==> config.mk <==
export PLATFORM = sky130hd
export DESIGN_NAME = fpsc_skid
export DESIGN_NICKNAME = d
export VERILOG_FILES = /design/src/fpsc_pkg.sv /design/src/fpsc_skid.sv
export SDC_FILE = /design/constraint.sdc
export NUM_CORES = 1
export LEC_CHECK = 0
export ABC_AREA = 1
export ABC_CLOCK_PERIOD_IN_PS = 2200
export BUFFER_PORTS_ARGS = -buffer_cell sky130_fd_sc_hd__clkbuf_2
export CAP_MARGIN = 30
export CORE_MARGIN = 5
export CORE_UTILIZATION = 40
export DETAILED_ROUTE_END_ITERATION = 10
export GPL_ROUTABILITY_DRIVEN = 0
export PLACE_DENSITY = 0.72
export REMOVE_ABC_BUFFERS = 1
export SLEW_MARGIN = 20
export SYNTH_ARGS = -nofsm -noshare
export SYNTH_HDL_FRONTEND = slang
export SYNTH_SLANG_ARGS = --single-unit
==> constraint.sdc <==
create_clock -name clk_i -period 2.2 [get_ports clk_i]
set_clock_uncertainty 0.2 [all_clocks]
set_input_delay 0.44 -clock clk_i [delete_from_list [all_inputs] [get_ports clk_i]]
set_output_delay 0.44 -clock clk_i [all_outputs]
set_load 0.005 [all_outputs]
==> src/fpsc_pkg.sv <==
// Package: shared types, codes and widths of the passive-serial configuration controller.
package fpsc_pkg;

  // Width of the hold timer and poll counter.
  localparam int unsigned CNT_W     = 16;
  localparam int unsigned REG_W     = 16;
  localparam int unsigned CFG_IDX_W = 8;
  localparam int unsigned BYTE_W    = 8;
  localparam int unsigned BEAT_W    = $clog2(2 * BYTE_W);

  localparam logic [CNT_W-1:0]  CNT_MAX   = {CNT_W{1'b1}};
  localparam logic [BEAT_W-1:0] BEAT_LAST = BEAT_W'(2 * BYTE_W - 1);

  typedef enum logic [2:0] {
    REQ_TICK   = 3'd0,
    REQ_DATA   = 3'd1,
    REQ_START  = 3'd2,
    REQ_FINISH = 3'd3,
    REQ_ABORT  = 3'd4
  } req_e;

  typedef enum logic [1:0] {
    ST_NONE   = 2'd0,
    ST_OK     = 2'd1,
    ST_NST_TO = 2'd2,
    ST_CD_TO  = 2'd3
  } stat_e;

  typedef enum logic [3:0] {
    PH_IDLE      = 4'd0,
    PH_INIT_HIGH = 4'd1,
    PH_INIT_LOW  = 4'd2,
    PH_NST_LOW   = 4'd3,
    PH_CD_LOW    = 4'd4,
    PH_NST_HIGH  = 4'd5,
    PH_FIN_CD    = 4'd6,
    PH_FIN_HOLD  = 4'd7,
    PH_ABORT     = 4'd8
  } phase_e;

  localparam logic [CFG_IDX_W-1:0] CFG_PULSE_TICKS    = CFG_IDX_W'(0);
  localparam logic [CFG_IDX_W-1:0] CFG_END_HOLD_TICKS = CFG_IDX_W'(1);
  localparam logic [CFG_IDX_W-1:0] CFG_POLL_LIMIT     = CFG_IDX_W'(2);
  localparam logic [CFG_IDX_W-1:0] CFG_USE_CONF_DONE  = CFG_IDX_W'(3);

  typedef struct packed {
    logic [REG_W-1:0] pulse_ticks;
    logic [REG_W-1:0] end_hold_ticks;
    logic [REG_W-1:0] poll_limit;
    logic             use_conf_done;
  } cfg_t;

  typedef struct packed {
    logic  dclk_out;
    logic  data_out;
    logic  nconfig_out;
    logic  busy_res;
    stat_e status;
    logic  last;
  } res_t;

endpackage

==> src/fpsc_skid.sv <==
// Two-entry result register that decouples the core from output backpressure.
module fpsc_skid import fpsc_pkg::*; (
  input  logic clk_i,
  input  logic rst_ni,
  input  logic in_valid_i,
  output logic in_ready_o,
  input  res_t in_data_i,
  output logic out_valid_o,
  input  logic out_ready_i,
  output res_t out_data_o
);

  logic main_valid_q, main_valid_d;
  logic skid_valid_q, skid_valid_d;
  res_t main_q, main_d;
  res_t skid_q, skid_d;
  logic push, pop;

  assign in_ready_o  = !skid_valid_q;
  assign out_valid_o = main_valid_q;
  assign out_data_o  = main_q;
  assign push        = in_valid_i && in_ready_o;
  assign pop         = main_valid_q && out_ready_i;

  always_comb begin
    main_valid_d = main_valid_q;
    skid_valid_d = skid_valid_q;
    main_d       = main_q;
    skid_d       = skid_q;
    if (skid_valid_q) begin
      if (pop) begin
        main_d       = skid_q;
        skid_valid_d = 1'b0;
      end
    end else if (push) begin
      if (!main_valid_q || pop) begin
        main_d       = in_data_i;
        main_valid_d = 1'b1;
      end else begin
        skid_d       = in_data_i;
        skid_valid_d = 1'b1;
      end
    end else if (pop) begin
      main_valid_d = 1'b0;
    end
  end

  always_ff @(posedge clk_i or negedge rst_ni) begin
    if (!rst_ni) begin
      main_valid_q <= 1'b0;
      skid_valid_q <= 1'b0;
    end else begin
      main_valid_q <= main_valid_d;
      skid_valid_q <= skid_valid_d;
    end
  end

  always_ff @(posedge clk_i) begin
    main_q <= main_d;
    skid_q <= skid_d;
  end

endmodule
# == Word-level counts from Yosys, hierarchy flattened ==
# Index checks and enable logic that the tools add are counted.
# totals
reg_bits,16
inputBits,11
out_inout_bits,9
word_cells,40
# op_classes
n_eq_ne,2
muxes,11
bitwise_logic,2
reduce_logical,11
# ops
cell,count
7-bit 2-to-1 mux,4
3-bit AND reduction,3
1-bit 2-to-1 mux,7
2-bit nonzero test,3
2-bit by 1-bit != test with 1-bit output (second input constant),2
1-bit logical AND,2
1-bit zero test,2
1-bit NOT,2
1-bit logical OR,1

# == Longest topological paths before layout ==
# logic_depth
ltp_word,5
ltp_mapped,4
depth_no_buf,4

# == Least setup slack after synthesis ==
# OpenSTA, ideal clock, no wires.
# synth_timing
kind,reg2reg
startpoint,register skid_valid_q
endpoint,"register main_q (netlist bit out_data_o[0]), enable pin"
setup_ns,0.338
arrival_time_ns,0.864
t_required_ns,1.662
path_slack_ns,0.798
stages_incl_launch_ff,4
n_path_buf,0
synth_period_minus_slack_ns,1.402
cell_sequence,dfrtp_1 -> inv_2 -> nand2_1 -> a21oi_2
# synth_via
elab_chain_len,4
word_cells_on_any_way,6
cone_classes,eq/ne: 1; reduce/logical: 5
# synth_rtl
item,line_no,rtl
"start, declared",fpsc_skid.sv:14,"logic skid_valid_q, skid_valid_d;"
"start signal, assigned",fpsc_skid.sv:54,skid_valid_q <= skid_valid_d;
1-bit zero test,fpsc_skid.sv:19,assign in_ready_o = !skid_valid_q;
net in_ready_o,fpsc_skid.sv:6,"output logic in_ready_o,"
1-bit logical AND,fpsc_skid.sv:22,assign push = in_valid_i && in_ready_o;
2-bit nonzero test (no source line),-,
3-bit AND reduction (no source line),-,
"end signal, assigned",fpsc_skid.sv:59,main_q <= main_d;
"end, declared",fpsc_skid.sv:15,"res_t main_q, main_d;"
# The timed path passes the listed nets, and every way through them passes these cells.
# A chain may end at the register's enable or synchronous reset.

# == Worst setup path in the final report ==
# layout_timing
startpoint,register skid_valid_q
endpoint,output port in_ready_o
# layout_via
elab_chain_len,1
# layout_rtl
item,line_no
1-bit zero test,fpsc_skid.sv:19
"end, declared",fpsc_skid.sv:6
# No other way between the ends.

==> run metrics <==
status=complete, no violations; Die ar.=2506 um2; post-synth top area cell=edfxtp_1; CP max-delay cell=dfrtp_1; largest net degree at the start of global routing=12; crit share post-route=0.8006; Antenna diodes=0; Post-Syn Area=641.9 um2; Clock Pin Slew Worst Setup and Hold Paths=0.08 ns; final non-filler cell total=93; TritonCTS clock tree=built; CTS Buffer Depth=2; Psw=between 0.2 and 0.3 mW; Pins Over Slew Limit=0; Seq cells post-synth=16; DRC=0; Die Span Y=around 50 um; worst slew pin tran=between 0.3 and 0.4 ns; gr ovfl total=0; setup TNS=0 ns; max cap viols=0; # port buffers=19; Crit path required time=1.56 ns; initial antenna violation count=0; row count=14; clock root cell=clkbuf_4; RSZ-0062 raised after global routing=false; fin util=0.5191; Sequential Power Share=0.559; CP max stage delay=about 0.56 ns; vias in the first global route=432; All-Layer GR Usage=0.09844; Crit. End Element=output pin; Worst Path Class, Setup=reg -> out; dominant cells by area after synthesis=edfxtp_1 65%, nand2_1 15%, dfrtp_1 7.8%, nand2_2 1.9%, buf_6 1.8%; Worst Path Arrival=1.12 ns; post-synth cell types=11; final setup fails=0; P&R area growth vs syn=21.83%; CP startpoint kind=flip-flop; Final Power=roughly 0.89 mW; fraction of layout cells with a size suffix above 1=0.3896; Top FF cell, synth=edfxtp_1; worst hold-check path type=in -> reg; Cells after Synth=54; die width=50.06 um; ANT nets after route=0; Fillers=140; Pint=0.6034 mW; CP Buf/Inv Count=2; drt pass-1 iters=4; Synth Area in Adders=0; Post-synth EDFFs=14; CTS sink count=16; simple-gate share of the synthesized area=0.2066; Synth top area share=0.6550; crit path time final=1.761 ns; Post-Route WL=1100 um; dpl hpwl=881.6 um; vias=432; power per cell area=1141 nW/um2; Skew-Pair Late Insertion Delay=0.28 ns; CTS H-tree depth=1; first-pass GRT wire length=1794 um; Synth Area in XOR/XNOR=0; Routed wire per std cell=11.83 um; critical path fanouts, max=11; Slew HR=0.7424; initial DRC count=19; Peak VDD IR=0.5262 mV; largest family of logic cells by synthesized area=simple AND/OR/NAND/NOR gates; post-synthesis compound-gate area fraction=0.01365; fin nets=89; most frequent cell after synthesis=nand2_1; Peak Freq=approximately 0.57 GHz; placed cell count=88; number of buffers created by CTS=3; Async S/R FF share, synth=0.1250; leading cell types by count after synthesis=26 x nand2_1, 14 x edfxtp_1, 3 x inv_2; Post-CTS Hold Buffers=1; via-per-instance ratio=about 4.6; sequential element share of the synthesized area=0.7329; average size of a mapped cell=11.89 um2; Hold Vio Cnt, Final=0; kind of cell adding the most delay to the critical path=flip-flops; sw frac=0.3234; I/O pins=20; Logic pwr share=0.273; Clk pwr share=0.168; Warnings, synthesis=0; post-synthesis mux area share=0; LEAKAGE=0.3689 nW; CP cell instances=inv_2 -> clkbuf_2; CTS resizes=0; Post-CTS Setup Bufs=0; Initial Utilization=0.4261; core area=1506 um2
## worst paths after layout
path / cells after the start / slack, ns / startpoint / end
min in group asynchronous: 2 / 0.28 / rst_ni / out_valid_o$_DFFE_PN0P_
max in group asynchronous: 2 / 1.42 / rst_ni / skid_valid_q$_DFF_PN0_
setup / recovery: 2 / 0.44 / skid_valid_q$_DFF_PN0_ / in_ready_o
hold / removal: 1 / 0.16 / in_data_i[6] / skid_q[6]$_DFFE_PP_
setup reg to reg: 3 / 0.52 / skid_valid_q$_DFF_PN0_ / out_data_o[2]$_DFFE_PP_
hold reg to reg: 2 / 0.34 / skid_q[4]$_DFFE_PP_ / out_data_o[4]$_DFFE_PP_
## per-stage QoR
step                      instance area (um2)  hold slack [ns]  worst slack, ns
after global routing                    782.0           0.1272           0.3467
after CTS                               782.0           0.1447           0.4260
after detailed placement                745.7          0.03397           0.5119
after floorplan                         630.6         -0.05559           0.6670
final                                   782.0           0.1563           0.4388
after global placement                  745.7          0.03046           0.5968
## cell families after synthesis
kind of cell | Yosys count
simple gates | 31
flops | 16
buf+inv | 6
compound gates | 1
## cells in the final DEF, fill, tap and decap left out, drive strengths merged
cell         Yosys  final
inv              5      5
dlygate4sd3      0      1
nand3            1      1
clkbuf           0     22
edfxtp          14     14
nor2             2      2
nand2           28     28
a21oi            1      1
clkinv           0      1
dfrtp            2      2
## worst register-to-register path: stages, from the launching register on
cell,delay (ns)
dfrtp_1,0.51
inv_2,0.18
nand2_1,0.10
a21oi_2,0.35
## layout make-up
type                       instances  area (um2)  share of cell area
timing repair buffer              20       105.1              0.1344
sequential                        16       470.5              0.6016
clock inverter                     1       3.754            0.004800
tap                               16       20.02             0.02560
inverter                           5       18.77             0.02400
multi-input combinational         32       141.4              0.1808
clock buffer                       3       22.52             0.02880
## state kept, by name, summed over array words and instances, names as in the netlist
| register | flops |
|---|---|
| out_data_o | 7 |
| out_valid_o | 1 |
| skid_q | 7 |
| skid_valid_q | 1 |
## power groups by stage
stage                     Combinational [mW]  Sequential (mW)  Clock (mW)
final                                  0.243            0.498       0.150
after global routing                   0.279            0.510       0.174
after CTS                              0.249            0.499       0.157
after detailed placement               0.247            0.506           0
after global placement                 0.243            0.501           0
after floorplan                        0.135            0.505           0
## routing by layer
metal | GRT usage | vias to the layer above | wire length [um]
li1 | - | 225 | -
met1 | 0.1126 | 190 | 482
met2 | 0.1444 | 15 | 534
met3 | 0.03614 | 2 | 65
met4 | 0.07860 | 0 | 18
met5 | 0 | - | 0
Note: power is estimated with default switching activity, not from simulation.
