[src/fpsc_pkg.sv]
// Package: shared types, codes and widths of the passive-serial configuration controller.
package fpsc_pkg;

  // Width of the hold timer and poll counter.
  localparam int unsigned CNT_W     = 16;
  localparam int unsigned REG_W     = 16;
  localparam int unsigned CFG_IDX_W = 8;
  localparam int unsigned BYTE_W    = 8;
  localparam int unsigned BEAT_W    = $clog2(2 * BYTE_W);

  localparam logic [CNT_W-1:0]  CNT_MAX   = {CNT_W{1'b1}};
  localparam logic [BEAT_W-1:0] BEAT_LAST = BEAT_W'(2 * BYTE_W - 1);

  typedef enum logic [2:0] {
    REQ_TICK   = 3'd0,
    REQ_DATA   = 3'd1,
    REQ_START  = 3'd2,
    REQ_FINISH = 3'd3,
    REQ_ABORT  = 3'd4
  } req_e;

  typedef enum logic [1:0] {
    ST_NONE   = 2'd0,
    ST_OK     = 2'd1,
    ST_NST_TO = 2'd2,
    ST_CD_TO  = 2'd3
  } stat_e;

  typedef enum logic [3:0] {
    PH_IDLE      = 4'd0,
    PH_INIT_HIGH = 4'd1,
    PH_INIT_LOW  = 4'd2,
    PH_NST_LOW   = 4'd3,
    PH_CD_LOW    = 4'd4,
    PH_NST_HIGH  = 4'd5,
    PH_FIN_CD    = 4'd6,
    PH_FIN_HOLD  = 4'd7,
    PH_ABORT     = 4'd8
  } phase_e;

  localparam logic [CFG_IDX_W-1:0] CFG_PULSE_TICKS    = CFG_IDX_W'(0);
  localparam logic [CFG_IDX_W-1:0] CFG_END_HOLD_TICKS = CFG_IDX_W'(1);
  localparam logic [CFG_IDX_W-1:0] CFG_POLL_LIMIT     = CFG_IDX_W'(2);
  localparam logic [CFG_IDX_W-1:0] CFG_USE_CONF_DONE  = CFG_IDX_W'(3);

  typedef struct packed {
    logic [REG_W-1:0] pulse_ticks;
    logic [REG_W-1:0] end_hold_ticks;
    logic [REG_W-1:0] poll_limit;
    logic             use_conf_done;
  } cfg_t;

  typedef struct packed {
    logic  dclk_out;
    logic  data_out;
    logic  nconfig_out;
    logic  busy_res;
    stat_e status;
    logic  last;
  } res_t;

endpackage

[src/fpsc_core.sv]
// Sequencer core: phase state machine, hold/poll counters and byte shifter.
module fpsc_core import fpsc_pkg::*; (
  input  logic              clk_i,
  input  logic              rst_ni,
  input  cfg_t              cfg_i,
  input  logic              req_valid_i,
  output logic              req_ready_o,
  input  logic [2:0]        req_type_i,
  input  logic [BYTE_W-1:0] data_byte_i,
  input  logic              nstatus_i,
  input  logic              conf_done_i,
  output logic              res_valid_o,
  input  logic              res_ready_i,
  output res_t              res_o,
  output logic              byte_active_o
);

  phase_e            phase_q, phase_d;
  logic [CNT_W-1:0]  hold_q, hold_d;
  logic [CNT_W-1:0]  poll_q, poll_d;
  logic              ncfg_q, ncfg_d;
  logic              dclk_q, dclk_d;
  logic              data_q, data_d;
  logic              byte_active_q, byte_active_d;
  logic [BYTE_W-1:0] byte_q, byte_d;
  logic [BEAT_W-1:0] beat_q, beat_d;

  logic             accept;
  logic             hold_end;
  logic [CNT_W-1:0] hold_dec;
  logic [CNT_W-1:0] lim_ld;
  logic [CNT_W-1:0] lim;
  logic [CNT_W-1:0] poll_inc;
  logic             poll_exp;
  stat_e            st;
  logic             last;

  // Load a register value into a counter, clamped at the counter maximum.
  function automatic logic [CNT_W-1:0] sat_load(input logic [REG_W-1:0] v);
    if ((v >> CNT_W) != '0) begin
      return CNT_MAX;
    end
    return CNT_W'(v);
  endfunction

  assign req_ready_o   = res_ready_i && !byte_active_q;
  assign accept        = req_valid_i && req_ready_o;
  assign res_valid_o   = byte_active_q || req_valid_i;
  assign byte_active_o = byte_active_q;

  assign hold_end = (hold_q <= CNT_W'(1));
  assign hold_dec = hold_end ? '0 : hold_q - CNT_W'(1);
  assign lim_ld   = sat_load(cfg_i.poll_limit);
  assign lim      = (lim_ld == '0) ? CNT_W'(1) : lim_ld;
  assign poll_inc = (poll_q < CNT_MAX) ? poll_q + CNT_W'(1) : poll_q;
  assign poll_exp = (poll_inc >= lim);

  always_comb begin
    phase_d       = phase_q;
    hold_d        = hold_q;
    poll_d        = poll_q;
    ncfg_d        = ncfg_q;
    dclk_d        = dclk_q;
    data_d        = data_q;
    byte_active_d = byte_active_q;
    byte_d        = byte_q;
    beat_d        = beat_q;
    st            = ST_NONE;
    last          = 1'b1;

    if (byte_active_q) begin
      // Shift the remaining beats of the held byte, one per cycle while the output has room.
      if (res_ready_i) begin
        data_d = byte_q[beat_q[BEAT_W-1:1]];
        dclk_d = ~beat_q[0];
        beat_d = beat_q + BEAT_W'(1);
        last   = (beat_q == BEAT_LAST);
        if (beat_q == BEAT_LAST) begin
          byte_active_d = 1'b0;
        end
      end
    end else if (accept) begin
      case (req_type_i)
        REQ_TICK: begin
          case (phase_q)
            PH_INIT_HIGH: begin
              hold_d = hold_dec;
              if (hold_end) begin
                ncfg_d  = 1'b0;
                hold_d  = sat_load(cfg_i.pulse_ticks);
                phase_d = PH_INIT_LOW;
              end
            end
            PH_INIT_LOW: begin
              hold_d = hold_dec;
              if (hold_end) begin
                phase_d = PH_NST_LOW;
                poll_d  = '0;
              end
            end
            PH_NST_LOW: begin
              if (!nstatus_i) begin
                poll_d = '0;
                if (cfg_i.use_conf_done) begin
                  phase_d = PH_CD_LOW;
                end else begin
                  ncfg_d  = 1'b1;
                  phase_d = PH_NST_HIGH;
                end
              end else begin
                poll_d = poll_inc;
                if (poll_exp) begin
                  phase_d = PH_IDLE;
                  st      = ST_NST_TO;
                end
              end
            end
            PH_CD_LOW: begin
              if (!conf_done_i) begin
                ncfg_d  = 1'b1;
                poll_d  = '0;
                phase_d = PH_NST_HIGH;
              end else begin
                poll_d = poll_inc;
                if (poll_exp) begin
                  phase_d = PH_IDLE;
                  st      = ST_CD_TO;
                end
              end
            end
            PH_NST_HIGH: begin
              if (nstatus_i) begin
                phase_d = PH_IDLE;
                st      = ST_OK;
              end else begin
                poll_d = poll_inc;
                if (poll_exp) begin
                  phase_d = PH_IDLE;
                  st      = ST_NST_TO;
                end
              end
            end
            PH_FIN_CD: begin
              if (conf_done_i) begin
                phase_d = PH_FIN_HOLD;
                hold_d  = sat_load(cfg_i.end_hold_ticks);
              end else begin
                poll_d = poll_inc;
                if (poll_exp) begin
                  phase_d = PH_IDLE;
                  st      = ST_CD_TO;
                end
              end
            end
            PH_FIN_HOLD: begin
              hold_d = hold_dec;
              if (hold_end) begin
                phase_d = PH_IDLE;
                st      = ST_OK;
              end
            end
            PH_ABORT: begin
              hold_d = hold_dec;
              if (hold_end) begin
                ncfg_d  = 1'b1;
                phase_d = PH_IDLE;
                st      = ST_OK;
              end
            end
            default: phase_d = PH_IDLE;
          endcase
        end
        REQ_DATA: begin
          // Emit the first beat now and keep the byte for the other fifteen.
          data_d        = data_byte_i[0];
          dclk_d        = 1'b1;
          byte_d        = data_byte_i;
          beat_d        = BEAT_W'(1);
          byte_active_d = 1'b1;
          last          = 1'b0;
        end
        REQ_START: begin
          dclk_d  = 1'b0;
          ncfg_d  = 1'b1;
          hold_d  = sat_load(cfg_i.pulse_ticks);
          phase_d = PH_INIT_HIGH;
        end
        REQ_FINISH: begin
          if (phase_q == PH_IDLE) begin
            if (cfg_i.use_conf_done) begin
              phase_d = PH_FIN_CD;
              poll_d  = '0;
            end else begin
              phase_d = PH_FIN_HOLD;
              hold_d  = sat_load(cfg_i.end_hold_ticks);
            end
          end
        end
        REQ_ABORT: begin
          ncfg_d  = 1'b0;
          hold_d  = sat_load(cfg_i.pulse_ticks);
          phase_d = PH_ABORT;
        end
        default: ;
      endcase
    end

    res_o.dclk_out    = dclk_d;
    res_o.data_out    = data_d;
    res_o.nconfig_out = ncfg_d;
    res_o.busy_res    = (phase_d != PH_IDLE);
    res_o.status      = st;
    res_o.last        = last;
  end

  always_ff @(posedge clk_i or negedge rst_ni) begin
    if (!rst_ni) begin
      phase_q       <= PH_IDLE;
      hold_q        <= '0;
      poll_q        <= '0;
      ncfg_q        <= 1'b1;
      dclk_q        <= 1'b0;
      data_q        <= 1'b0;
      byte_active_q <= 1'b0;
      beat_q        <= '0;
    end else begin
      phase_q       <= phase_d;
      hold_q        <= hold_d;
      poll_q        <= poll_d;
      ncfg_q        <= ncfg_d;
      dclk_q        <= dclk_d;
      data_q        <= data_d;
      byte_active_q <= byte_active_d;
      beat_q        <= beat_d;
    end
  end

  always_ff @(posedge clk_i) begin
    byte_q <= byte_d;
  end

endmodule

[config.mk]
export PLATFORM = sky130hd
export DESIGN_NAME = fpsc_core
export DESIGN_NICKNAME = d
export VERILOG_FILES = /design/src/fpsc_pkg.sv /design/src/fpsc_core.sv
export SDC_FILE = /design/constraint.sdc
export NUM_CORES = 1
export LEC_CHECK = 0
export ABC_AREA = 1
export BUFFER_PORTS_ARGS = -buffer_cell sky130_fd_sc_hd__buf_2
export CAP_MARGIN = 20
export CORE_ASPECT_RATIO = 0.9
export CORE_MARGIN = 1
export CORE_UTILIZATION = 40
export CTS_BUF_LIST = sky130_fd_sc_hd__clkbuf_8
export DETAILED_ROUTE_END_ITERATION = 10
export SYNTH_ARGS = -nofsm -noshare
export SYNTH_HDL_FRONTEND = slang
export SYNTH_SLANG_ARGS = --single-unit
[constraint.sdc]
create_clock -name clk_i -period 7.2 [get_ports clk_i]
set_input_delay 1.08 -clock clk_i [delete_from_list [all_inputs] [get_ports clk_i]]
set_output_delay 1.08 -clock clk_i [all_outputs]
set_load 0.02 [all_outputs]
Yosys cells after proc, flatten, opt, wreduce, memory -nomap -nowiden:

Cells that the tools add are included.

* $lt $le $gt $ge: 4
* add/sub/neg operators: 3
* bitwise logic cells: 2
* reduce and logical (&&, ||, !) cells: 18
* multiplexer cells: 102
* equality and inequality tests: 23

Operators by type and width (count)
* two-way mux 16 bit: 19
* case mux 16 bit (5 select lines): 1
* case mux 16 bit (4 select lines): 1
* two-way mux 4 bit: 15
* two-way mux 1 bit: 48
* case mux 16 bit (3 select lines): 1
* case mux 16 bit (2 select lines): 1
* case mux 4 bit (7 select lines): 1
* two-way mux 2 bit: 9
* adder 16 x 1 -> 16 bit (second input constant): 1
* == test 4 x 3 -> 1 bit (second input constant): 4
* >= comparator 16 bit: 1
* less-or-equal comparator 16 x 1 -> 1 bit (second input constant): 1
* logical NOT 16 bit: 1
* less-than comparator 16 bit (second input constant): 1
* case mux 4 bit (4 select lines): 1
* subtractor 16 x 1 -> 16 bit (second input constant): 1
* inequality test 3 bit (second input constant): 4
* case mux 2 bit (5 select lines): 1
* AND reduction 9 bit: 1
* == test 4 x 2 -> 1 bit (second input constant): 2
* == test 4 bit (second input constant): 2
* inequality test 2 bit (second input constant): 4
* nonzero test 4 bit: 2
* 23 further kinds: 29

* register bits: 52
* output and inout port bits: 10
* logic and storage cells: 161

Depth between registers and ports, before layout:

* word-level depth: 10
* mapped depth: 29
* depth with buffers taken out: 29

Least setup slack after synthesis:

Ideal clock, no wire load.

* kind: flip-flop to output port
* from: register poll_q[0]
* to: output port res_o[3] (netlist bit)
* stages on the path, launching flop included: 27
* data arrival time: 2.748 ns
* path buffers: 1
* slack: 3.372 ns
* path through: dfrtp_1 -> ha_1 -> nand3_1 -> inv_1 -> nand4_1 -> inv_1 -> nand3_1 -> clkbuf_1 -> nand2_1 -> ha_1 -> nand2_1 -> inv_1 -> nand2_1 -> nand2_1 -> nor2_1 -> nand2_1 -> nand2_1 -> nand2_1 -> nand2_1 -> nand2_1 -> nand2_1 -> nand2_1 -> nand2_1 -> nand2_1 -> nand2_1 -> nand2_1 -> nand2_1

RTL lines
* start: declaration: RTL line fpsc_core.sv:20 `logic [CNT_W-1:0] poll_q, poll_d;`
* start signal: assignment: RTL line fpsc_core.sv:229 `poll_q <= poll_d;`
* end: declaration: RTL line fpsc_core.sv:14 `output res_t res_o,`

==> flow_summary.yaml <==
global_routing:
  antenna_found_initial: 0
  grt_pass1_wl_mm: 20.2
  grt_max_degree: 45
  grt_pass1_vias: 4146
  grt-ovfl-total: 0
  track_usage_pct: 22.3
run:
  maxCapViolCount: 0
sta:
  grt_setup_unrepaired: "no"
  slew_viol_final: 0
  max_freq_mhz: 214
  tns_ns: 0
  fin_crit_sh_pct: 65.0
  finalClockSkew_ns: 0.00964
  finalCriticalPeriod_ns: 4.68
  setup_viol: 0
  max-slew-margin-rel_pct: 40.0
  hold_violations: 0
  worst_slew_pin_slew_ns: 0.898
  worst_slack_ns: 2.52
critical_path:
  cp-end-kind: "output port"
  worstPathMaxFanout: 12
  worst_path_max_delay_cell: "dfrtp_1"
  criticalPathCategory: "reg2out"
  cp.arrival_ns: 3.60
  startpoint_type: "flip-flop"
  required_ns: 6.12
  r2r-end: "phase_q[1]$_DFF_PN0_"
  cp_common_cell: "nand2_1"
  r2r_slack_ns: 4.04
  rr_worst_depth: 27
  cpPeakStageDelay_ns: 0.45
  timing.rr.start: "poll_q[0]$_DFFE_PN0P_"
power:
  p_leak_nw: 2.61
  p_per_area_mw_per_mm2: 268
  irDropWorstVdd_v: 0.000172
finish:
  fin_area_sq_mm: 0.00511
  fin_cells: 904
  syn2layout_area_growth_pct: 13.8
  num_antenna_cells: 0
  layout_common_cells: "nand2_1, inv_1, buf_2"
  layout-drive-gt1-share_pct: 14.6
  layout.nets: 837
  final_common_cell: "nand2_1"
hold_path:
  whs_endpoint: "ncfg_q$_DFF_PN1_"
  holdPathStages: 2
  min_path_type: "reg2reg"
  min-delay-start: "ncfg_q$_DFF_PN1_"
die:
  die-area_sq_mm: 0.0116
  dieWidth_um: 114
  core_sq_mm: 0.0109
  fp.dieH_um: 102
  ios: 76
  rows: 36
  initial_core_util_pct: 41.3
synthesis:
  synth-main-ff-cell: "dfrtp_1"
  async_flop_share_pct: 84.6
  synth_edf_count: 8
  netlist_area_sq_mm: 0.00449
  yosysUniqueCellTypes: 52
  yosys.area.top_type: "dfrtp_1"
  syn_nets: 769
  netlist_top_cells_area: "dfrtp_1, nand2_1, inv_1"
  syn_inst: 683
  ys_ff_latch: 52
  ys_seq_area_share_pct: 29.9
  ys_warn_count: 0
  synth.avg_cell_area_sq_um: 6.57
  synth_top_area_share_pct: 24.0
placed_design:
  gp_congestion: 0.903
  pre_cts_ws_ns: 2.82
  dpl_cell_area_sq_mm: 0.00497
  hpwl_mm: 9.58
  dp.cells: 895
  portBuffers: 75
drt:
  viasPerCell: 5.13
  wire_per_inst_um: 13.8
  drt_iter0_markers: 223
  drc_errors: 0
  dr.pass1.iters: 5
  drtAntennaViolNets: 0
  num_vias: 4641
  wl_mm: 12.5
clocking:
  h-tree-depth: 2
  clk_path_buf_depth: 2
  worstSkewPairLatency_ns: 0.34
  clock-root-buffer: "clkbuf_8"
  cts_setup_buffers: 0
  clock_sinks: 52
  tritoncts: "done"
  cts-hold-fix-buffers: 0
  clk_pin_slew_worst_paths_ns: 0.10
  cts_made_buffers: 5
  ctsResizeCount: 0
run_status:
  status: "completed"
cell usage after synthesis, types with 2 or more instances:
library cell  count
a21boi_0          2
a21oi_1          29
a22oi_1          12
a31oi_1           3
a41oi_2           2
buf_2             6
buf_4             5
clkbuf_1          3
dfrtp_1          43
edfxtp_1          8
ha_1             20
inv_1            93
inv_2             7
nand2_1         198
nand2_2           2
nand3_1          30
nand4_1          14
nor2_1           74
nor2_2            4
nor3_1            8
nor4_1            6
o211ai_1          8
o21ai_0          39
o21ai_1          18
o22ai_1           2
o31ai_1           3
or2_2             2
xnor2_1           4
xor2_1           15
layer usage:
metal / routed length (um) / GRT usage [%]
met5: 0 / 0
met2: 5280 / 34.1
met3: 545 / 3.29
met4: 201 / 7.79
met1: 6460 / 32.0
worst max path at each step:
stage	start	slack, ns	depth (start not counted)	to
after floorplan	poll_q[0]$_DFFE_PN0P_	3.37	26	res_o[3]
after detailed placement	poll_q[0]$_DFFE_PN0P_	2.82	22	res_o[3]
after global placement	cfg_i[5]	2.85	20	res_o[3]
final	poll_q[0]$_DFFE_PN0P_	2.52	28	res_o[3]
after global routing	poll_q[0]$_DFFE_PN0P_	1.88	28	res_o[3]
after CTS	poll_q[0]$_DFFE_PN0P_	2.43	22	res_o[3]
cell families (layout without fill, tap and decap cells):
family | Yosys count | in the layout | share of synthesized area [%]
AOI/OAI and AO/OA | 130 | 130 | 17.6
buffers and inverters | 117 | 186 | 10.6
xor gates and xnor gates | 19 | 19 | 3.71
muxes | 1 | 1 | 0.223
DFF | 52 | 52 | 29.9
and+or+nand+nor | 344 | 344 | 32.3
adders and majority gates | 20 | 20 | 5.58
area by class of cell:
type	count	area [sq um]
Inverter	101	384
Fill cell	1137	5750
Multi-Input combinational cell	514	2670
Clock inverter	3	42.5
Clock buffer	5	68.8
Tap cell	152	190
Timing Repair Buffer	77	410
Sequential cell	52	1340
worst max-delay path: cells and delay by family (launching register included):
kind                     cells  cell delay [ns]
adder cells (fa/ha/maj)      2             0.50
buffers and inverters        4             0.53
flip-flops                   1             0.45
AND/OR/NAND/NOR             22             1.77
registers in the layout (all words and copies together), names as in the netlist:
signal         count
data_q             1
byte_active_o      1
ncfg_q             1
byte_q             8
beat_q             4
phase_q            4
dclk_q             1
hold_q            16
poll_q            16
where the power goes:
part           switching, mW  internal [mW]
Sequential            0.0961          0.378
Clock                  0.113          0.103
Combinational          0.431          0.249
through the flow:
step           power [mW]  hold slack, ns  util, %
2_1_floorplan       0.986           0.471        -
3_3_place_gp         1.15           0.508     45.8
6_report             1.37           0.530     47.0
3_5_place_dp         1.15           0.505     45.8
4_1_cts              1.37           0.522     46.8
5_1_grt              1.50           0.550     47.0
Power figures use the tool's default switching activity.
