===== config.mk =====
export PLATFORM = sky130hd
export DESIGN_NAME = fpsc_cfg_regs
export DESIGN_NICKNAME = d
export VERILOG_FILES = /design/src/fpsc_pkg.sv /design/src/fpsc_cfg_regs.sv
export SDC_FILE = /design/constraint.sdc
export NUM_CORES = 1
export LEC_CHECK = 0
export BUFFER_PORTS_ARGS = -buffer_cell sky130_fd_sc_hd__buf_2
export CORE_ASPECT_RATIO = 0.5
export CORE_MARGIN = 5
export CORE_UTILIZATION = 38
export CTS_CLUSTER_SIZE = 25
export DETAILED_ROUTE_END_ITERATION = 10
export PLACE_DENSITY = 0.68
export SYNTH_ARGS = -nofsm -noshare
export SYNTH_HDL_FRONTEND = slang
export SYNTH_SLANG_ARGS = --single-unit

===== constraint.sdc =====
create_clock -name clk_i -period 0.8 [get_ports clk_i]
set_input_delay 0.08 -clock clk_i [delete_from_list [all_inputs] [get_ports clk_i]]
set_output_delay 0.08 -clock clk_i [all_outputs]
set_load 0.05 [all_outputs]

===== src/fpsc_pkg.sv =====
// Package: shared types, codes and widths of the passive-serial configuration controller.
package fpsc_pkg;

  // Width of the hold timer and poll counter.
  localparam int unsigned CNT_W     = 16;
  localparam int unsigned REG_W     = 16;
  localparam int unsigned CFG_IDX_W = 8;
  localparam int unsigned BYTE_W    = 8;
  localparam int unsigned BEAT_W    = $clog2(2 * BYTE_W);

  localparam logic [CNT_W-1:0]  CNT_MAX   = {CNT_W{1'b1}};
  localparam logic [BEAT_W-1:0] BEAT_LAST = BEAT_W'(2 * BYTE_W - 1);

  typedef enum logic [2:0] {
    REQ_TICK   = 3'd0,
    REQ_DATA   = 3'd1,
    REQ_START  = 3'd2,
    REQ_FINISH = 3'd3,
    REQ_ABORT  = 3'd4
  } req_e;

  typedef enum logic [1:0] {
    ST_NONE   = 2'd0,
    ST_OK     = 2'd1,
    ST_NST_TO = 2'd2,
    ST_CD_TO  = 2'd3
  } stat_e;

  typedef enum logic [3:0] {
    PH_IDLE      = 4'd0,
    PH_INIT_HIGH = 4'd1,
    PH_INIT_LOW  = 4'd2,
    PH_NST_LOW   = 4'd3,
    PH_CD_LOW    = 4'd4,
    PH_NST_HIGH  = 4'd5,
    PH_FIN_CD    = 4'd6,
    PH_FIN_HOLD  = 4'd7,
    PH_ABORT     = 4'd8
  } phase_e;

  localparam logic [CFG_IDX_W-1:0] CFG_PULSE_TICKS    = CFG_IDX_W'(0);
  localparam logic [CFG_IDX_W-1:0] CFG_END_HOLD_TICKS = CFG_IDX_W'(1);
  localparam logic [CFG_IDX_W-1:0] CFG_POLL_LIMIT     = CFG_IDX_W'(2);
  localparam logic [CFG_IDX_W-1:0] CFG_USE_CONF_DONE  = CFG_IDX_W'(3);

  typedef struct packed {
    logic [REG_W-1:0] pulse_ticks;
    logic [REG_W-1:0] end_hold_ticks;
    logic [REG_W-1:0] poll_limit;
    logic             use_conf_done;
  } cfg_t;

  typedef struct packed {
    logic  dclk_out;
    logic  data_out;
    logic  nconfig_out;
    logic  busy_res;
    stat_e status;
    logic  last;
  } res_t;

endpackage


===== src/fpsc_cfg_regs.sv =====
// Configuration register file of the passive-serial configuration controller.
module fpsc_cfg_regs import fpsc_pkg::*; (
  input  logic                 clk_i,
  input  logic                 rst_ni,
  input  logic                 wr_valid_i,
  input  logic [CFG_IDX_W-1:0] wr_index_i,
  input  logic [REG_W-1:0]     wr_data_i,
  output logic                 wr_ready_o,
  output cfg_t                 cfg_o
);

  cfg_t cfg_q, cfg_d;

  assign wr_ready_o = 1'b1;
  assign cfg_o      = cfg_q;

  always_comb begin
    cfg_d = cfg_q;
    if (wr_valid_i) begin
      case (wr_index_i)
        CFG_PULSE_TICKS:    cfg_d.pulse_ticks    = wr_data_i;
        CFG_END_HOLD_TICKS: cfg_d.end_hold_ticks = wr_data_i;
        CFG_POLL_LIMIT:     cfg_d.poll_limit     = wr_data_i;
        CFG_USE_CONF_DONE:  cfg_d.use_conf_done  = wr_data_i[0];
        default: ;
      endcase
    end
  end

  always_ff @(posedge clk_i or negedge rst_ni) begin
    if (!rst_ni) begin
      cfg_q.pulse_ticks    <= REG_W'(1000);
      cfg_q.end_hold_ticks <= REG_W'(100);
      cfg_q.poll_limit     <= {REG_W{1'b1}};
      cfg_q.use_conf_done  <= 1'b1;
    end else begin
      cfg_q <= cfg_d;
    end
  end

endmodule


# Yosys cells after proc, flatten, opt, wreduce, memory -nomap -nowiden
# Cells that the tools add are included.
[totals]
reg_bits = 49
out_inout_bits = 50
elab_cells = 12
[classes]
n_eq_ne = 3
n_reduce_logical = 5
[op_table]
columns = ["cell", "n"]
rows = [
  ["$eq 8x2->1 const B", 2],
  ["$eq 8x1->1 const B", 1],
  ["$logic_not 8->1", 1],
  ["$reduce_and 2->1", 4],
]

# Longest topological paths before layout
# Gate-level depths: netlist (run 1).
[depth]
ltp_word = 2
ltp_mapped = 5

# Least setup slack after synthesis (run 1)
# No wires, ideal clock.
[synth_timing]
path_kind = "input to register"
from = "input wr_index_i[6]"
to = "register cfg_q, in the netlist cfg_o[33]"
setup_ns = 0.125
arrival_ns = 1.271
path_slack_ns = -0.596
path_stages = 5
cell_sequence = "nor4b_4 -> and4bb_2 -> buf_4 -> buf_6 -> mux2_2"
[synth_via]
elab_chain_cells = 2
[synth_rtl]
columns = ["item", "line", "source"]
rows = [
  ["start, declared", "fpsc_cfg_regs.sv:6", "input logic [CFG_IDX_W-1:0] wr_index_i,"],
  ["$logic_not 8->1", "fpsc_cfg_regs.sv:20", "case (wr_index_i)"],
  ["$reduce_and 2->1 (no source line)", "--", ""],
  ["end signal, assigned", "fpsc_cfg_regs.sv:37", "cfg_q <= cfg_d;"],
  ["end, declared", "fpsc_cfg_regs.sv:12", "cfg_t cfg_q, cfg_d;"],
]
# No other way between the ends.
# A chain may end at the register's enable or synchronous reset.

# Worst setup path in the final report (run 1)
[layout_timing]
from = "register cfg_q, in the netlist cfg_o[23]"
to = "output cfg_o[23] (netlist name)"
[layout_lines]
columns = ["item", "line", "source"]
rows = [
  ["end, declared", "fpsc_cfg_regs.sv:9", "output cfg_t cfg_o"],
]
# No word-level cell between the ends.

==> metrics.md, run 1 <==
| Metric | Value |
|---|---|
| Status | `complete, but fails checks` |
| Failing checks | `negative setup slack` |
| Clock Skews | `0 ps` |
| Worst path top cell family by delay | `flip-flops` |
| Hold path startpoint | `wr_data_i[8]` |
| Post-synthesis sequential area ratio | `64.6%` |
| Clk_lat worst skew | `around 300 ps` |
| DRC violations left | `0` |
| Initial antenna violation count | `0` |
| R2R cell count | `2` |
| Gpl congestion | `0.682` |
| Layout cells sized above 1 | `88.0%` |
| Slowest-stage cell, CP | `dfstp_2` |
| Synth top area cells | `dfstp_2, dfrtp_1, mux2_2, buf_6, nand4b_2` |
| Antenna Violating Nets Remaining | `0` |
| Clk slew on worst S/H paths | `100 ps` |
| Worst Path Max Fanout | `2` |
| Setup violations, final | `just under 100` |
| CP bufs+invs | `1` |
| Initial Util | `39.3%` |
| Final Critical Period | `approximately 1100 ps` |
| Area share of the leading cell type in the synthesized netlist | `35.0%` |
| VDD IR max | `0.848 mV` |
| Final HPWL DP | `3210 µm` |
| R2r startpoint | `cfg_o[48]` |
| Vias in the first global route | `1,475` |
| GRT Total Usage | `13.8%` |
| Crit. path cell count | `1` |
| LEAKAGE | `1.59 nW` |
| H-tree levels | `2` |
| Syn nets | `137` |
| Ys Warns | `0` |
| Post-synth top area cell | `dfstp_2` |
| Pre-CTS WS | `-599 ps` |
| Fill count | `371` |
| Worst setup EP type | `output port` |
| Max FFs per register | `a little under 50` |
| Yosys reg bits | `49` |
| Fin util | `65.2%` |
| Slowest stage delay, CP | `approximately 570 ps` |
| Die area | `6750 µm²` |
| Global route overflow | `0` |
| Post-synthesis cell count | `110` |
| Netlist Area Pre-Place | `1950 µm²` |
| Drt pass-1 iters | `3` |
| Io pins | `77` |
| Critical path arrival | `1020 ps` |
| DRT Wirelength | `4410 µm` |
| CP cell instances | `buf_8` |
| Pwr per Cell Area | `1670 nW/µm²` |
| Tcrit/Tclk final | `138%` |
| Top FF cell, synth | `dfstp_2` |
| First-pass GRT wire length | `7210 µm` |
| Avg Vias per Cell | `between 4 and 5` |
| Hold Path End | `cfg_o[25]` |
| CP required | `a little over 700 ps` |
| Critical path launch point type | `flip-flop` |
| Die H | `approximately 61 µm` |
| Hold Vio Cnt, Final | `0` |
| Setup WS post-layout | `-301 ps` |
| CTS Buffer Depth | `2` |
| Register-to-register setup slack | `-120 ps` |
| Syn avg cell area | `approximately 18 µm²` |
| Number of synthesized flops with an enable pin | `0` |
| Final hold slack | `27.0 ps` |
| Core area | `4950 µm²` |
| Most frequent cell after synthesis | `mux2_2` |
| Final max-slew violation count | `0` |
| Die width | `about 110 µm` |
| Pin count of the biggest net entering global routing | `22` |
| Crit path from | `cfg_o[23]` |
| Root Buffer | `clkbuf_8` |
| Non-Filler Instances | `287` |
| Initial DRC count | `7` |
| Worst setup path class | `flip-flop to output port` |
| Area growth syn-to-layout | `65.7%` |
| Layout net count | `243` |
| N_diodes | `0` |
| Unique masters post-synth | `12` |
| Fmax | `slightly above 900 MHz` |
| Max Cap Viol | `0` |
| R2R Path End | `cfg_o[48]` |
| Ys async rst share | `100%` |
| Total CTS buffers | `5` |
| Unrepaired setup endpoints after global routing | `true` |
| Row cnt | `18` |
| Avg WL per Cell | `between 15 and 20 µm` |
| Cell count after placement | `around 270` |
| Hold path depth | `2` |
| Hold Path Class | `input pin to flip-flop` |
| Clock Sinks | `49` |
| IO Port Bufs | `75` |
| CTS tree | `built` |
| Synth top cells by count | `mux2_2, dfstp_2, dfrtp_1, buf_6` |
| DR vias | `1,299` |
## cell type report
class                           count  area [µm²]  share of cell area [%]
Multi-Input combinational cell     56         719                    22.3
Tap cell                           70        87.6                    2.71
Clock inverter                      3        25.0                   0.775
Clock buffer                        5        68.8                    2.13
Sequential cell                    49        1260                    39.0
Timing Repair Buffer              104        1070                    33.2
## cells in the final DEF (no fill, tap or decap)
cell type      netlist  layout
buf_6                3      34
dfstp_2             26      26
dlygate4sd3_1        0       1
nor4b_4              1       1
mux2_2              48      32
buf_12               0       2
and4bb_2             1       1
mux2_4               1      17
buf_4                2      17
clkinvlp_4           0       1
nand4b_4             0       2
inv_6                0       2
nand4_1              1       1
clkbuf_8             0       5
nor3_2               1       1
dfrtp_1             23      23
buf_8                0      26
buf_2                0      24
conb_1               1       1
## cells by family (layout without fill, tap and decap cells)
kind of cell | after synthesis | after routing | synth area share [%]
other cells | 1 | 1 | 0.192
buf+inv | 5 | 112 | 2.50
simple gates | 6 | 6 | 4.24
mux | 49 | 49 | 28.5
flops | 49 | 49 | 64.6
## layer usage
| metal | routed length, µm | up-vias | track usage, % | part of all wire (%) |
|---|---|---|---|---|
| met5 | 0 | - | 0 | 0 |
| met4 | 54 | 0 | 5.20 | 1.2 |
| met3 | 183 | 5 | 3.98 | 4.2 |
| met2 | 2490 | 24 | 26.9 | 57 |
| met1 | 1680 | 669 | 14.7 | 38 |
| li1 | - | 601 | - | - |
## stage by stage
| stage | instance area [µm²] | setup TNS [ps] | total power (W) |
|---|---|---|---|
| finish | 3230 | -19640 | 0.00540 |
| global route | 3230 | -24150 | 0.00564 |
| CTS | 3180 | -19380 | 0.00545 |
| detailed placement | 2530 | -26970 | 0.00364 |
| global placement | 2530 | -27000 | 0.00362 |
| floorplan | 1990 | -20360 | 0.00332 |
## how the worst max path moves through the flow
| stage | end | slack, ps |
|---|---|---|
| detailed placement | cfg_o[44] | -600 |
| global placement | cfg_o[43] | -570 |
| finish | cfg_o[23] | -300 |
| global route | cfg_o[23] | -340 |
| CTS | cfg_o[42] | -310 |
| floorplan | cfg_o[33] | -560 |
## repair_timing
item,CTS,global route
endpoints found under the hold margin,28,0
setup endpoints to repair,98,98
setup buffers,7,6
pin swaps,3,2
hold buffers,1,0
resized for setup,144,1
## power breakdown
part | switching, W | total (W) | leakage, nW | internal [W]
combinational | 0.000640 | 0.00116 | 0.963 | 0.000517
sequential | 0.0000970 | 0.00274 | 0.586 | 0.00265
clock | 0.000861 | 0.00150 | 0.0452 | 0.000638
total | 0.00160 | 0.00540 | 1.59 | 0.00380
(Power assumes the default switching activity.)
==> run 2, diff against run 1 <==
--- a/config.mk
+++ b/config.mk
@@ -11,7 +11,8 @@
 export CORE_UTILIZATION = 38
 export CTS_CLUSTER_SIZE = 25
 export DETAILED_ROUTE_END_ITERATION = 10
-export PLACE_DENSITY = 0.68
+export PLACE_DENSITY = 0.65
+export SKIP_LAST_GASP = 1
 export SYNTH_ARGS = -nofsm -noshare
 export SYNTH_HDL_FRONTEND = slang
 export SYNTH_SLANG_ARGS = --single-unit
==> constraint.sdc (replaced) <==
create_clock -name clk_i -period 1.05 [get_ports clk_i]
set_input_delay 0.105 -clock clk_i [delete_from_list [all_inputs] [get_ports clk_i]]
set_output_delay 0.105 -clock clk_i [all_outputs]
set_load 0.05 [all_outputs]
==> run 2 against run 1 <==
The flow still finishes with violations (negative setup slack); sequential power decreased by 24%; total power decreased by 25%; hold slack improved by 34 ps; clock power decreased by 22%; combinational power decreased by 31%; critical path depth unchanged.
==> metrics.md, run 2 (synthesis results as in run 1) <==
| Metric | Value |
|---|---|
| Hold path depth | `2 (unchanged)` |
| Die width | `111 µm (unchanged)` |
| Worst setup path class | `flip-flop to output port` |
| Unrepaired setup endpoints after global routing | `true` |
| Io pins | `77 (unchanged)` |
| Total CTS buffers | `5 (unchanged)` |
| Initial DRC count | `23 (+16)` |
| Final Critical Period | `approximately 1100 ps` |
| Critical path launch point type | `flip-flop` |
| Max FFs per register | `49 (unchanged)` |
| CP cell instances | `buf_8` |
| DR vias | `1,250 (-3.8%)` |
| Die H | `60.6 µm (unchanged)` |
| Register-to-register setup slack | `190 ps (+310 ps)` |
| Slowest stage delay, CP | `560 ps (about the same)` |
| DRC violations left | `0 (unchanged)` |
| Slowest-stage cell, CP | `dfstp_2` |
| CP bufs+invs | `1 (unchanged)` |
| Global route overflow | `0 (unchanged)` |
| Worst setup EP type | `output port` |
| H-tree levels | `2 (unchanged)` |
| Worst path top cell family by delay | `flip-flops` |
| Status | `complete, but fails checks` |
| Setup WS post-layout | `-62.2 ps (+239 ps)` |
| GRT Total Usage | `12.8% (-0.95 points)` |
| First-pass GRT wire length | `6680 µm (-7.4%)` |
| CTS Buffer Depth | `2 (unchanged)` |
| Layout net count | `230 (-5.3%)` |
| Tcrit/Tclk final | `106%` |
| Max Cap Viol | `0 (unchanged)` |
| LEAKAGE | `1.52 nW (-4.6%)` |
| Non-Filler Instances | `274 (-4.5%)` |
| Layout cells sized above 1 | `87.3% (-0.76 points)` |
| R2R Path End | `cfg_o[22]` |
| Pwr per Cell Area | `1320 nW/µm² (-21%)` |
| Drt pass-1 iters | `4 (+1)` |
| CP required | `940 ps (+220 ps)` |
| FF+latch area | `1260 µm² (unchanged)` |
| Met3 routed WL | `219 µm (+20%)` |
| Failing checks | `negative setup slack` |
| Hold Path End | `cfg_o[48]` |
| Final max-slew violation count | `0 (unchanged)` |
| Initial Util | `39.3% (unchanged)` |
| Row cnt | `18 (unchanged)` |
| R2R cell count | `2 (unchanged)` |
| Antenna Violating Nets Remaining | `0 (unchanged)` |
| Clk slew on worst S/H paths | `80 ps (-20 ps)` |
| Root Buffer | `clkbuf_8` |
| R2r startpoint | `cfg_o[22]` |
| Hold Path Class | `input pin to flip-flop` |
| DRT Wirelength | `4460 µm (+1.2%)` |
| Final HPWL DP | `3050 µm (-5.1%)` |
| Fill count | `381 (+2.7%)` |
| Area occupied by multi-input gates | `719 µm² (unchanged)` |
| Avg Vias per Cell | `4.56 (+0.79%)` |
| VDD IR max | `0.762 mV (-10%)` |
| Clock Skews | `0 ps (unchanged)` |
| Clock Sinks | `49 (unchanged)` |
| Pin count of the biggest net entering global routing | `41 (+86%)` |
| Initial antenna violation count | `0 (unchanged)` |
| Power consumption | `0.00405 W (-25%)` |
| Cell count after placement | `260 (-1.9%)` |
| Gpl congestion | `0.653 (-4.2%)` |
| Clk_lat worst skew | `290 ps (about the same)` |
| Worst Path Max Fanout | `2 (unchanged)` |
| CTS tree | `built` |
| N_diodes | `0 (unchanged)` |
| Vias in the first global route | `1,362 (-7.7%)` |
| Hold Vio Cnt, Final | `0 (unchanged)` |
| Final setup TNS | `-1580 ps (+18,060 ps)` |
| Critical path arrival | `1010 ps (about the same)` |
| Fmax | `899 MHz` |
| Die area | `6750 µm² (unchanged)` |
| Core area | `4950 µm² (unchanged)` |
| Setup violations, final | `40 (-59%)` |
| DRT met1 WL | `1860 µm (+11%)` |
| Avg WL per Cell | `16.3 µm (+6.0%)` |
| Most common cell after layout, fill and taps aside | `mux2_2` |
| Met2 routed WL | `2320 µm (-6.9%)` |
| Hold path startpoint | `wr_data_i[15]` |
| Most frequent cells in the layout | `mux2_2, buf_2, dfstp_2, buf_8, dfrtp_1` |
| Highest routed layer | `met4` |
| IO Port Bufs | `75 (unchanged)` |
| Area growth syn-to-layout | `57.7%` |
-- run 2: stage by stage --
| step | area [µm²] | util, % | hold slack [ps] | setup WS (ps) |
|---|---|---|---|---|
| 3_3_place_gp | 2500 | 50.5 | -21.4 | -357 |
| 5_1_grt | 3070 | 62.0 | 57.0 | -107 |
| 3_5_place_dp | 2500 | 50.5 | -14.5 | -372 |
| 2_1_floorplan | 1980 | - | -191 | -339 |
| 4_1_cts | 2900 | 58.5 | 56.3 | -73.8 |
| 6_report | 3070 | 62.0 | 60.6 | -62.2 |
-- run 2: layer usage --
layer / track usage [%] / vias to the layer above
met4: 4.16 / 0
met5: 0 / -
li1: - / 575
met2: 23.2 / 25
met1: 14.5 / 645
met3: 4.88 / 5
-- run 2: worst max-delay path by stage --
stage / slack, ps / depth (start not counted) / start / to
global route: -110 / 1 / cfg_o[42] / cfg_o[42]
CTS: -70 / 1 / cfg_o[42] / cfg_o[42]
global placement: -360 / 5 / wr_index_i[2] / cfg_o[45]
finish: -60 / 1 / cfg_o[22] / cfg_o[22]
detailed placement: -370 / 5 / wr_index_i[2] / cfg_o[45]
floorplan: -340 / 5 / wr_index_i[2] / cfg_o[33]
-- run 2: cell type report --
cell class,instances,share of cell area [%]
flip-flops and latches,49,40.9
repair buffers,91,29.5
multi-input cells,56,23.4
clock buffers,7,3.13
well taps,70,2.85
clock inverters,1,0.163
-- run 2: report_power, final --
group / switching, W / total [W] / internal (W)
logic: 0.000479 / 0.000804 / 0.000325
clock network: 0.000571 / 0.00117 / 0.000595
registers: 0.0000662 / 0.00208 / 0.00202
total: 0.00112 / 0.00405 / 0.00294
-- run 2: repair_timing --
item,in CTS,in global routing
gates resized for setup,85,32
endpoints found under the hold margin,28,0
hold buffers,1,0
cloned,0,3
setup buffers,0,2
pin swaps,2,3
setup endpoints to repair,47,85
